## src/blpw_pkg.sv

```systemverilog
`timescale 1ns / 1ps
`default_nettype none

package blpw_pkg;

   // coordinate and offset widths
   localparam int COORD_BITS   = 16;
   localparam int OFFSET_BITS  = 26;

   // fixed field widths
   localparam int CLIP_BITS    = 14;
   localparam int PITCH_BITS   = 16;
   localparam int BPP_BITS     = 3;
   localparam int COLOR_BITS   = 24;
   localparam int COUNT_BITS   = 32;
   localparam int OFS_SUM_BITS = 32;

   // configuration port
   localparam int CSR_INDEX_BITS = 3;
   localparam int CSR_DATA_BITS  = 16;

   typedef enum logic [CSR_INDEX_BITS-1:0] {
      CSR_SCREEN_WIDTH    = 3'd0,
      CSR_SCREEN_HEIGHT   = 3'd1,
      CSR_ROW_PITCH       = 3'd2,
      CSR_BYTES_PER_PIXEL = 3'd3,
      CSR_DISPLAY_ACTIVE  = 3'd4
   } csr_index_type;

   typedef enum logic {
      FUNC_START = 1'b0,
      FUNC_STEP  = 1'b1
   } func_type;

   // pixel size code for 24-bit pixels, everything else is 32-bit
   localparam logic [BPP_BITS-1:0] BPP_24 = 3'd3;

   // control from the top level to the line stepper
   typedef struct packed {
      logic load;
      logic advance;
   } step_ctrl_type;

   // current pixel of the line
   typedef struct packed {
      logic signed [COORD_BITS-1:0] x;
      logic signed [COORD_BITS-1:0] y;
      logic                         last;
      logic [COLOR_BITS-1:0]        color;
   } pixel_type;

endpackage

`default_nettype wire

```

## src/blpw_stepper.sv

```systemverilog
`timescale 1ns / 1ps
`default_nettype none

module blpw_stepper (
   input  wire logic                                     clock,
   input  wire logic                                     reset,
   input  wire blpw_pkg::step_ctrl_type                  ctrl,
   input  wire logic signed [blpw_pkg::COORD_BITS-1:0]   start_x,
   input  wire logic signed [blpw_pkg::COORD_BITS-1:0]   start_y,
   input  wire logic signed [blpw_pkg::COORD_BITS-1:0]   end_x,
   input  wire logic signed [blpw_pkg::COORD_BITS-1:0]   end_y,
   input  wire logic [blpw_pkg::COLOR_BITS-1:0]          line_color,
   output logic                                          busy,
   output blpw_pkg::pixel_type                           pixel
);

   localparam int CB = blpw_pkg::COORD_BITS;
   localparam int DW = CB + 1;   // delta
   localparam int NW = CB + 2;   // negated delta
   localparam int EW = CB + 3;   // error term
   localparam int TW = CB + 4;   // doubled error term

   logic signed [CB-1:0]             cur_x_ff, cur_x_in;
   logic signed [CB-1:0]             cur_y_ff, cur_y_in;
   logic signed [CB-1:0]             goal_x_ff, goal_y_ff;
   logic [DW-1:0]                    delta_x_ff;
   logic signed [NW-1:0]             neg_delta_y_ff, neg_delta_y_in;
   logic                             step_x_neg_ff, step_y_neg_ff;
   logic signed [EW-1:0]             error_term_ff, error_term_in;
   logic [blpw_pkg::COLOR_BITS-1:0]  held_color_ff;
   logic                             line_busy_ff;

   logic signed [DW-1:0] dx_diff, dy_diff;
   logic [DW-1:0]        dx_abs, dy_abs;
   logic signed [TW-1:0] start_err;
   logic signed [TW-1:0] dx_t, ndy_t, err_t, dbl_t, err_a, err_b;
   logic                 x_move, y_move;
   logic                 at_goal;

   // setup of a new line
   assign dx_diff        = DW'(end_x) - DW'(start_x);
   assign dy_diff        = DW'(end_y) - DW'(start_y);
   assign dx_abs         = dx_diff[DW-1] ? DW'(-dx_diff) : DW'(dx_diff);
   assign dy_abs         = dy_diff[DW-1] ? DW'(-dy_diff) : DW'(dy_diff);
   assign neg_delta_y_in = -$signed({1'b0, dy_abs});
   assign start_err      = TW'($signed({1'b0, dx_abs})) + TW'(neg_delta_y_in);

   // one bresenham step
   assign dx_t   = TW'($signed({1'b0, delta_x_ff}));
   assign ndy_t  = TW'(neg_delta_y_ff);
   assign err_t  = TW'(error_term_ff);
   assign dbl_t  = err_t <<< 1;
   assign x_move = dbl_t >= ndy_t;
   assign y_move = dbl_t <= dx_t;
   assign err_a  = x_move ? err_t + ndy_t : err_t;
   assign err_b  = y_move ? err_a + dx_t : err_a;

   assign error_term_in = EW'(err_b);
   assign cur_x_in = !x_move ? cur_x_ff :
                     (step_x_neg_ff ? cur_x_ff - CB'(1) : cur_x_ff + CB'(1));
   assign cur_y_in = !y_move ? cur_y_ff :
                     (step_y_neg_ff ? cur_y_ff - CB'(1) : cur_y_ff + CB'(1));

   assign at_goal = (cur_x_ff == goal_x_ff) && (cur_y_ff == goal_y_ff);

   always_ff @(posedge clock) begin
      if (reset) begin
         line_busy_ff <= 1'b0;
      end else if (ctrl.load) begin
         line_busy_ff <= 1'b1;
      end else if (ctrl.advance && at_goal) begin
         line_busy_ff <= 1'b0;
      end
   end

   always_ff @(posedge clock) begin
      if (ctrl.load) begin
         cur_x_ff       <= start_x;
         cur_y_ff       <= start_y;
         goal_x_ff      <= end_x;
         goal_y_ff      <= end_y;
         delta_x_ff     <= dx_abs;
         neg_delta_y_ff <= neg_delta_y_in;
         step_x_neg_ff  <= !(start_x < end_x);
         step_y_neg_ff  <= !(start_y < end_y);
         error_term_ff  <= EW'(start_err);
         held_color_ff  <= line_color;
      end else if (ctrl.advance && !at_goal) begin
         cur_x_ff      <= cur_x_in;
         cur_y_ff      <= cur_y_in;
         error_term_ff <= error_term_in;
      end
   end

   assign busy        = line_busy_ff;
   assign pixel.x     = cur_x_ff;
   assign pixel.y     = cur_y_ff;
   assign pixel.last  = at_goal;
   assign pixel.color = held_color_ff;

endmodule

`default_nettype wire

```

## src/bresenham_line_pixel_writer.sv

```systemverilog
`timescale 1ns / 1ps
`default_nettype none

// bresenham line pixel writer: a start transaction (func 0) loads both endpoints and the
// color and produces no result; each step transaction (func 1) while a line is busy gives
// one pixel result, the final endpoint flagged as last, after which the line goes idle.
// a step while idle is taken and dropped. each pixel is clipped against the screen size
// and the display-active flag; a visible pixel carries its byte offset
// (y * row_pitch + x * 3 or 4) and the color, and bumps a 32-bit written count.
// throughput is one transaction per clock while results are taken: the error term and
// coordinates update together, and the clip check, offset multiply and output register form
// a short two-stage pipeline behind it. a step result passes through the pixel register
// and then the output register. the pixel register doubles as a skid stage, so a stalled
// result does not block the input until both stages are full. configuration is taken on
// any cycle (csr_ready is always high) but must only be written while the block is idle.
module bresenham_line_pixel_writer (
   input  wire logic                                      clock,
   input  wire logic                                      reset,

   // step / start transactions
   input  wire logic                                      req_valid,
   output logic                                           req_stall,
   input  wire logic                                      req_func,
   input  wire logic signed [blpw_pkg::COORD_BITS-1:0]    req_start_x,
   input  wire logic signed [blpw_pkg::COORD_BITS-1:0]    req_start_y,
   input  wire logic signed [blpw_pkg::COORD_BITS-1:0]    req_end_x,
   input  wire logic signed [blpw_pkg::COORD_BITS-1:0]    req_end_y,
   input  wire logic [blpw_pkg::COLOR_BITS-1:0]           req_line_color,

   // pixel results
   output logic                                           rsp_valid,
   input  wire logic                                      rsp_stall,
   output logic signed [blpw_pkg::COORD_BITS-1:0]         rsp_pixel_x,
   output logic signed [blpw_pkg::COORD_BITS-1:0]         rsp_pixel_y,
   output logic                                           rsp_write_enable,
   output logic [blpw_pkg::OFFSET_BITS-1:0]               rsp_byte_offset,
   output logic [blpw_pkg::COLOR_BITS-1:0]                rsp_pixel_bytes,
   output logic                                           rsp_last_pixel,
   output logic [blpw_pkg::COUNT_BITS-1:0]                rsp_written_count,

   // configuration writes
   input  wire logic                                      csr_valid,
   output logic                                           csr_ready,
   input  wire logic [blpw_pkg::CSR_INDEX_BITS-1:0]       csr_index,
   input  wire logic [blpw_pkg::CSR_DATA_BITS-1:0]        csr_wdata
);

   localparam int SB = blpw_pkg::OFS_SUM_BITS;
   localparam int KB = blpw_pkg::CLIP_BITS;

   // configuration registers
   logic [KB-1:0]                     screen_width_ff;
   logic [KB-1:0]                     screen_height_ff;
   logic [blpw_pkg::PITCH_BITS-1:0]   row_pitch_ff;
   logic [blpw_pkg::BPP_BITS-1:0]     bytes_per_pixel_ff;
   logic                              display_active_ff;

   // stepper interface
   blpw_pkg::step_ctrl_type           step_ctrl;
   blpw_pkg::pixel_type               cur_pixel;
   logic                              line_busy;

   // pixel stage
   logic                              s1_valid_ff;
   blpw_pkg::pixel_type               s1_pixel_ff;
   logic                              s1_visible_ff;
   logic                              visible_in;

   // output stage
   logic                                      out_valid_ff;
   logic signed [blpw_pkg::COORD_BITS-1:0]    out_x_ff, out_y_ff;
   logic                                      out_we_ff;
   logic [blpw_pkg::OFFSET_BITS-1:0]          out_offset_ff;
   logic [blpw_pkg::COLOR_BITS-1:0]           out_bytes_ff;
   logic                                      out_last_ff;
   logic [blpw_pkg::COUNT_BITS-1:0]           out_count_ff;

   logic [blpw_pkg::COUNT_BITS-1:0]           count_ff, count_in;

   logic          req_take, out_free, s1_move, s1_load;
   logic [SB-1:0] x_ext, y_ext, x_clip, y_clip, row_term, col_term, offset_sum;
   logic          is_24bit;

   // ---------------------------------------------------------------- configuration
   assign csr_ready = 1'b1;

   always_ff @(posedge clock) begin
      if (reset) begin
         screen_width_ff    <= KB'(320);
         screen_height_ff   <= KB'(200);
         row_pitch_ff       <= blpw_pkg::PITCH_BITS'(1280);
         bytes_per_pixel_ff <= blpw_pkg::BPP_BITS'(4);
         display_active_ff  <= 1'b0;
      end else if (csr_valid && csr_ready) begin
         unique case (blpw_pkg::csr_index_type'(csr_index))
            blpw_pkg::CSR_SCREEN_WIDTH: begin
               screen_width_ff <= csr_wdata[KB-1:0];
            end
            blpw_pkg::CSR_SCREEN_HEIGHT: begin
               screen_height_ff <= csr_wdata[KB-1:0];
            end
            blpw_pkg::CSR_ROW_PITCH: begin
               row_pitch_ff <= csr_wdata[blpw_pkg::PITCH_BITS-1:0];
            end
            blpw_pkg::CSR_BYTES_PER_PIXEL: begin
               bytes_per_pixel_ff <= csr_wdata[blpw_pkg::BPP_BITS-1:0];
            end
            blpw_pkg::CSR_DISPLAY_ACTIVE: begin
               display_active_ff <= csr_wdata[0];
            end
            default: begin
            end
         endcase
      end
   end

   // ---------------------------------------------------------------- handshake
   // output register frees when empty or being taken; the pixel stage then moves on
   assign out_free  = !out_valid_ff || !rsp_stall;
   assign s1_move   = s1_valid_ff && out_free;
   assign req_stall = s1_valid_ff && !out_free;
   assign req_take  = req_valid && !req_stall;

   // a step on an idle line is taken but dropped
   assign s1_load           = req_take && (req_func == blpw_pkg::FUNC_STEP) && line_busy;
   assign step_ctrl.load    = req_take && (req_func == blpw_pkg::FUNC_START);
   assign step_ctrl.advance = s1_load;

   blpw_stepper u_stepper (
      .clock      (clock),
      .reset      (reset),
      .ctrl       (step_ctrl),
      .start_x    (req_start_x),
      .start_y    (req_start_y),
      .end_x      (req_end_x),
      .end_y      (req_end_y),
      .line_color (req_line_color),
      .busy       (line_busy),
      .pixel      (cur_pixel)
   );

   // ---------------------------------------------------------------- clip check
   assign visible_in = display_active_ff &&
                       !cur_pixel.x[blpw_pkg::COORD_BITS-1] &&
                       !cur_pixel.y[blpw_pkg::COORD_BITS-1] &&
                       (SB'($unsigned(cur_pixel.x)) < SB'(screen_width_ff)) &&
                       (SB'($unsigned(cur_pixel.y)) < SB'(screen_height_ff));

   always_ff @(posedge clock) begin
      if (reset) begin
         s1_valid_ff <= 1'b0;
      end else if (s1_load) begin
         s1_valid_ff <= 1'b1;
      end else if (s1_move) begin
         s1_valid_ff <= 1'b0;
      end
   end

   always_ff @(posedge clock) begin
      if (s1_load) begin
         s1_pixel_ff   <= cur_pixel;
         s1_visible_ff <= visible_in;
      end
   end

   // ---------------------------------------------------------------- address
   // a visible pixel has both coordinates below the 14-bit clip bounds
   assign x_ext      = SB'($unsigned(s1_pixel_ff.x));
   assign y_ext      = SB'($unsigned(s1_pixel_ff.y));
   assign x_clip     = SB'(x_ext[KB-1:0]);
   assign y_clip     = SB'(y_ext[KB-1:0]);
   assign is_24bit   = bytes_per_pixel_ff == blpw_pkg::BPP_24;
   assign row_term   = y_clip * SB'(row_pitch_ff);
   assign col_term   = is_24bit ? (x_clip << 1) + x_clip : (x_clip << 2);
   assign offset_sum = row_term + col_term;

   assign count_in = count_ff + blpw_pkg::COUNT_BITS'(s1_visible_ff);

   always_ff @(posedge clock) begin
      if (reset) begin
         count_ff     <= '0;
         out_valid_ff <= 1'b0;
      end else begin
         if (s1_move) begin
            count_ff <= count_in;
         end
         if (s1_move) begin
            out_valid_ff <= 1'b1;
         end else if (!rsp_stall) begin
            out_valid_ff <= 1'b0;
         end
      end
   end

   always_ff @(posedge clock) begin
      if (s1_move) begin
         out_x_ff      <= s1_pixel_ff.x;
         out_y_ff      <= s1_pixel_ff.y;
         out_we_ff     <= s1_visible_ff;
         out_offset_ff <= s1_visible_ff ? offset_sum[blpw_pkg::OFFSET_BITS-1:0] : '0;
         out_bytes_ff  <= s1_visible_ff ? s1_pixel_ff.color : '0;
         out_last_ff   <= s1_pixel_ff.last;
         out_count_ff  <= count_in;
      end
   end

   assign rsp_valid         = out_valid_ff;
   assign rsp_pixel_x       = out_x_ff;
   assign rsp_pixel_y       = out_y_ff;
   assign rsp_write_enable  = out_we_ff;
   assign rsp_byte_offset   = out_offset_ff;
   assign rsp_pixel_bytes   = out_bytes_ff;
   assign rsp_last_pixel    = out_last_ff;
   assign rsp_written_count = out_count_ff;

   // ---------------------------------------------------------------- assertions
   // a clipped pixel carries no offset and no color
   a_clipped_zero: assert property (@(posedge clock) disable iff (reset)
      rsp_valid && !rsp_write_enable |-> (rsp_byte_offset == '0) && (rsp_pixel_bytes == '0))
      else $error("clipped pixel with nonzero offset or color");

   // the written count moves by at most one per cycle, and only with a visible pixel
   a_count_step: assert property (@(posedge clock) disable iff (reset)
      !$past(reset) |-> (count_ff == $past(count_ff)) ||
                        ((count_ff == $past(count_ff) + 1'b1) && $past(s1_move) &&
                         $past(s1_visible_ff)))
      else $error("written count moved unexpectedly");

   // a pending pixel is kept while the output register is stalled
   a_pixel_held: assert property (@(posedge clock) disable iff (reset)
      s1_valid_ff && out_valid_ff && rsp_stall |=> s1_valid_ff && $stable(s1_pixel_ff))
      else $error("pending pixel lost under stall");

   // no input transaction is taken while both stages are full and stalled
   a_no_overrun: assert property (@(posedge clock) disable iff (reset)
      s1_valid_ff && out_valid_ff && rsp_stall |-> !req_take)
      else $error("transaction taken with full pipeline");

endmodule

`default_nettype wire
```

## config.mk

```make
export PLATFORM = sky130hd
export DESIGN_NAME = bresenham_line_pixel_writer
export DESIGN_NICKNAME = d
export VERILOG_FILES = /design/src/blpw_pkg.sv /design/src/blpw_stepper.sv /design/src/bresenham_line_pixel_writer.sv
export SDC_FILE = /design/constraint.sdc
export NUM_CORES = 1
export LEC_CHECK = 0
export BUFFER_PORTS_ARGS = -buffer_cell sky130_fd_sc_hd__buf_2
export CAP_MARGIN = 20
export CORE_MARGIN = 1.5
export CORE_UTILIZATION = 30
export DETAILED_ROUTE_END_ITERATION = 10
export GPL_ROUTABILITY_DRIVEN = 0
export SLEW_MARGIN = 20
export SYNTH_ARGS = -nofsm -noshare
export SYNTH_HDL_FRONTEND = slang
export SYNTH_SLANG_ARGS = --single-unit
```

## constraint.sdc

```tcl
create_clock -name clock -period 11.3 [get_ports clock]
set_input_delay 0.565 -clock clock [delete_from_list [all_inputs] [get_ports clock]]
set_output_delay 0.565 -clock clock [all_outputs]
set_load 0.005 [all_outputs]
```

# After elaboration in Yosys (flattened, before gate mapping)
# Index checks and enable logic that the tools add are counted.
[classes]
addsub = 15
n_mul = 1
n_lt_le_gt_ge = 6
n_eq_ne = 8
muxes = 21
bitwise = 1
n_reduce_logical = 36
[ops]
columns = ["op", "n"]
rows = [
  ["2-to-1 mux 16 bit", 9],
  ["2-to-1 mux 19 bit", 4],
  ["adder 19 x 18 -> 19 bit", 2],
  ["2-to-1 mux 17 bit", 2],
  ["negator 17 bit", 2],
  ["subtractor 16 x 16 -> 17 bit", 2],
  ["adder 16 x 2 -> 16 bit, second input constant", 2],
  ["adder 32 x 1 -> 32 bit", 1],
  ["equality test 16 bit", 2],
  ["less-than comparator 16 x 14 -> 1 bit", 2],
  ["less-than comparator 16 bit", 2],
  ["subtractor 16 x 2 -> 16 bit, second input constant", 2],
  ["adder 26 x 16 -> 26 bit", 1],
  ["multiplier 14 x 16 -> 26 bit", 1],
  ["greater-or-equal comparator 20 x 18 -> 1 bit", 1],
  ["<= comparator 20 x 18 -> 1 bit", 1],
  ["adder 18 x 18 -> 19 bit", 1],
  ["negator 17 -> 18 bit", 1],
  ["adder 15 x 14 -> 16 bit", 1],
  ["AND reduction 2 bit", 7],
  ["logical AND 1 bit", 13],
  ["nonzero test 2 bit", 5],
  ["equality test 3 x 2 -> 1 bit, second input constant", 3],
  ["logical NOT 1 bit", 9],
  ["other kinds (7)", 12],
]
[word_totals]
regBits = 401
inputBits = 113
word_cells = 119

# Depth between registers and ports, before layout
[depth]
word_depth = 11
depth_mapped = 37
mapped_depth_nobuf = 37

# By module
# From an unflattened synthesis, not the netlist that was laid out.
[unflattened]
hier_cells = 3090
hier_area_um2 = 30605.6
[by_module_without_submodules]
columns = ["module", "instances", "cells_each", "area_each_um2"]
rows = [
  ["bresenham_line_pixel_writer", 1, 1714, 17621.9],
  ["blpw_stepper", 1, 1376, 12983.7],
]

# Worst setup path before layout
# Ideal clock, no wire load.
[synth_timing]
path_type = "reg-to-reg"
from = "register s1_pixel_ff[42] (netlist name)"
to = "register out_offset_ff (netlist bit rsp_byte_offset[24]), data pin"
setup_ns = 0.255
arrival_time_ns = 7.845
path_slack_ns = 3.201
stages_incl_launch_ff = 36
path_buffers = 0
path_cell_list = "edfxtp_1 -> ha_1 -> inv_1 -> fa_1 -> nor2b_1 -> o21ai_0 -> a21boi_0 -> o21ai_0 -> a21boi_0 -> o21ai_0 -> a21boi_0 -> o21ai_0 -> nor2b_1 -> xnor2_1 -> mux2i_1 -> fa_1 -> inv_1 -> fa_1 -> inv_1 -> fa_1 -> inv_1 -> fa_1 -> fa_1 -> inv_1 -> fa_1 -> inv_1 -> ha_1 -> nand2_1 -> nor4_1 -> o2111ai_1 -> a21boi_1 -> o31ai_1 -> a2111oi_0 -> o41ai_1 -> xnor2_1 -> and2_1"
[synth_via]
elab_chain_cells = 3
[synth_rtl]
columns = ["item", "line_no", "text"]
rows = [
  ["start: declaration", "bresenham_line_pixel_writer.sv:65", "blpw_pkg::pixel_type s1_pixel_ff;"],
  ["start signal: assignment", "bresenham_line_pixel_writer.sv:161", "s1_pixel_ff <= cur_pixel;"],
  ["adder 15 x 14 -> 16 bit", "bresenham_line_pixel_writer.sv:174", "assign col_term = is_24bit ? (x_clip << 1) + x_clip : (x_clip << 2);"],
  ["2-to-1 mux 16 bit *", "bresenham_line_pixel_writer.sv:174", ""],
  ["adder 26 x 16 -> 26 bit *", "bresenham_line_pixel_writer.sv:175", "assign offset_sum = row_term + col_term;"],
  ["end signal: assignment", "bresenham_line_pixel_writer.sv:200", "out_offset_ff <= s1_visible_ff ? offset_sum[blpw_pkg::OFFSET_BITS-1:0] : '0;"],
  ["end: declaration", "bresenham_line_pixel_writer.sv:73", "logic [blpw_pkg::OFFSET_BITS-1:0] out_offset_ff;"],
]
# Mark *: on every way between the ends. The rest lies on a longest branch, timed or not.
# A chain may end at the register's enable or synchronous reset.

# Final worst setup path
# Same ends and word-level chain as after synthesis.

==> qor.yml <==
grt_max_degree: 84
fin_nets: 3856
syn2layout_area_growth_pct: 13.93
post-cts-setup-buffers: 0
cts_tree: "built"
ys_types: 87
min_period_ns: 9.378
avgViaCountPerCell: 4.790
peakVddDrop_uv: 142.7
p_per_area_nw_per_um2: 178.7
finalCritPeriodShare_pct: 83.00
drc: 0
worstReg2RegEnd: "rsp_byte_offset[24]"
vias: 22480
htree_levels: 2
yosysWarnings: 0
worstSetupPathType: "flip-flop to flip-flop"
relSlewSlack_pct: 33.32
antenna_found_initial: 9
hold_viol_final: 0
critPathMaxFanout: 5
crit_end: "rsp_byte_offset[24]"
grt.total_usage_pct: 15.92
clock_path_buffers: 3
clock_sinks: 401
syn_area_per_cell_um2: 9.912
core-area_um2: 100600
syn-cell-area_um2: 30610
dp_hpwl_um: 63910
cts_made_buffers: 50
yosysSeqAreaShare_pct: 36.63
drt_iter0_drc: 1333
cpPeakStageDelay_ns: 0.86
worst_slack_ns: 1.922
num_rows: 116
first_pass_iters: 7
final_cells: 4694
initial_core_util_pct: 30.43
dp_cells: 4597
hold_class: "primary input to flip-flop"
synth_edf_count: 318
drv_cap: 0
pre_cts_slack_ns: 2.078
cp_common_cell: "fa_1"
cts.repair.resized: 0
final_max_slew_viol_count: 0
multi_input_area_um2: 17650
setup_viol: 0
setup.worst_path.start: "s1_pixel_ff[42]"
grt_overflow: 0
grt_pass1_vias: 22400
antenna_left: 0
grt_pass1_wl_um: 128400
cts_root_buf: "clkbuf_16"
fp.dieH_um: 322.4
status: "completed"
fmax_mhz: 106.6
io_pins: 232
end_kind: "flip-flop"
routedWlPerCell_um: 17.58
required_ns: 11.63
nFillCells: 10170
dieArea_um2: 104000
worst_setup_path_start_kind: "flip-flop"
cellLeakagePower_nw: 14.76
grt_setup_unrepaired: "false"
tightestPinTransition_ns: 1.000
post-route-util_pct: 34.67
fin_skew_ns: 0.08799
clk_latency_ns: 0.66
ys_ff_latch: 401
wl_um: 82530
setup_tns_ns: 0
cts_hold_buf: 0
async_flop_share_pct: 0
drive_above_1_share_pct: 11.31
crit_path_top_delay_cell: "a2111oi_1"
clkTransAtPathRegs_ns: 0.06
synthFlopType: "edfxtp_1"
reg2regPathDepth: 35
netlist_instances: 3088
io_buffers: 230
syn_nets: 3652
r2r_start: "s1_pixel_ff[42]"
r2r_slack_ns: 1.92
critPathArrivalTime_ns: 9.71
seq_area_um2: 11210
die_w_um: 322.4
-- per-layer routing --
metal	routed length (um)	global-route usage [%]
met1	38280	21.71
met4	2150	4.843
met5	7	0
met3	4056	2.248
met2	38030	26.06
-- flip-flops by register name, indices dropped and copies added (netlist names), 17 cells and up --
signal and cells:
u_stepper.neg_delta_y_ff 18, rsp_pixel_bytes 24, rsp_byte_offset 26, u_stepper.held_color_ff 24, u_stepper.error_term_ff 19, s1_pixel_ff 57
count_ff 32, u_stepper.delta_x_ff 17, rsp_written_count 32
-- cell families (layout without fill, tap and decap cells) --
group,after synthesis,count (layout),share of synthesized area (%)
AO/OA/AOI/OAI,554,554,11.83
multiplexers,40,40,1.373
AND/OR/NAND/NOR,951,951,14.83
adder cells (fa/ha/maj),451,451,22.95
XOR/XNOR,231,231,6.634
buffers and inverters,459,703,5.739
flip-flops,401,401,36.63
other,1,6,0.01225
-- Yosys cell counts (all sizes together), types with 10 or more instances --
cell type | number | area share (%)
and3 | 23 | 0.47
nor4 | 10 | 0.20
o31ai | 15 | 0.37
xnor2 | 148 | 4.2
fa | 184 | 12
xor2 | 83 | 2.4
nand2 | 364 | 4.5
a21oi | 192 | 3.2
nand3 | 39 | 0.67
nand4 | 31 | 0.63
edfxtp | 318 | 31
a21o | 61 | 1.5
nor2 | 191 | 2.4
o21ai | 111 | 1.8
ha | 267 | 11
a211oi | 18 | 0.44
o21a | 27 | 0.66
clkbuf | 74 | 0.91
a2111oi | 10 | 0.45
nor3 | 47 | 0.77
a31oi | 11 | 0.22
or3 | 26 | 0.53
or2 | 13 | 0.27
buf | 17 | 0.32
nor2b | 27 | 0.55
dfxtp | 83 | 5.4
a21boi | 14 | 0.38
nand2b | 23 | 0.49
and2 | 124 | 2.5
mux2 | 16 | 0.59
inv | 367 | 4.5
a211o | 14 | 0.40
mux2i | 24 | 0.78
-- final cells by class --
cell class	instances	share of cell area, %
inverter	368	3.982
clock inverter	25	0.7678
antenna	5	0.03588
tap	1357	4.869
timing repair buffer	243	3.581
sequential	401	32.15
multi-input combinational	2228	50.62
clock buffer	67	4.004
-- stage by stage --
step	power (mW)	area [um^2]	hold slack (ns)
2_1_floorplan	4.029	30610	0.4003
3_3_place_gp	4.590	33190	0.4004
3_5_place_dp	4.632	33200	0.4052
4_1_cts	6.297	34860	0.05714
5_1_grt	6.714	34860	0.06749
6_report	6.234	34870	0.1061
-- power by group --
part	internal (mW)	leakage, nW	switching, mW	total, mW
Combinational	1.22	10.4	1.49	2.71
Clock	0.926	0.805	0.689	1.61
Sequential	1.77	3.56	0.138	1.91
-- worst min path at each step --
stage	start	to	depth (start not counted)
after floorplan	s1_pixel_ff[24]	rsp_last_pixel	0
after global placement	u_stepper.held_color_ff[6]	s1_pixel_ff[6]	0
after detailed placement	u_stepper.held_color_ff[11]	s1_pixel_ff[11]	0
after CTS	req_end_y[0]	u_stepper.goal_y_ff[0]	1
after global routing	req_line_color[9]	u_stepper.held_color_ff[9]	1
final	req_line_color[17]	u_stepper.held_color_ff[17]	1
-- worst max-delay path: cells and delay by family (launching register included) --
family	cells	cell delay [ns]
compound gates	12	3.06
xor+xnor	2	0.29
fa+ha+maj	9	3.93
buf+inv	6	0.30
flops	1	0.41
mux	1	0.10
simple gates	5	0.97
-- placed cells by master (no fill, tap or decap), types with 14 or more instances in the layout --
| cell type | synthesis | routed |
|---|---|---|
| inv_1 | 367 | 366 |
| nand2_1 | 364 | 364 |
| edfxtp_1 | 318 | 318 |
| ha_1 | 267 | 267 |
| buf_2 | 6 | 230 |
| a21oi_1 | 191 | 190 |
| nor2_1 | 190 | 189 |
| fa_1 | 184 | 184 |
| xnor2_1 | 148 | 148 |
| and2_1 | 124 | 124 |
| o21ai_0 | 109 | 109 |
| dfxtp_1 | 83 | 83 |
| xor2_1 | 82 | 82 |
| a21o_1 | 61 | 61 |
| clkbuf_16 | 0 | 51 |
| nor3_1 | 47 | 47 |
| nand3_1 | 37 | 37 |
| nand4_1 | 31 | 31 |
| o21a_1 | 27 | 27 |
| nor2b_1 | 27 | 27 |
| or3_1 | 26 | 26 |
| mux2i_1 | 24 | 24 |
| and3_1 | 23 | 23 |
| nand2b_1 | 22 | 22 |
| a211oi_1 | 18 | 18 |
| mux2_2 | 16 | 16 |
| o31ai_1 | 15 | 15 |
| a211o_1 | 14 | 14 |
Note: power is estimated with default switching activity, not from simulation.
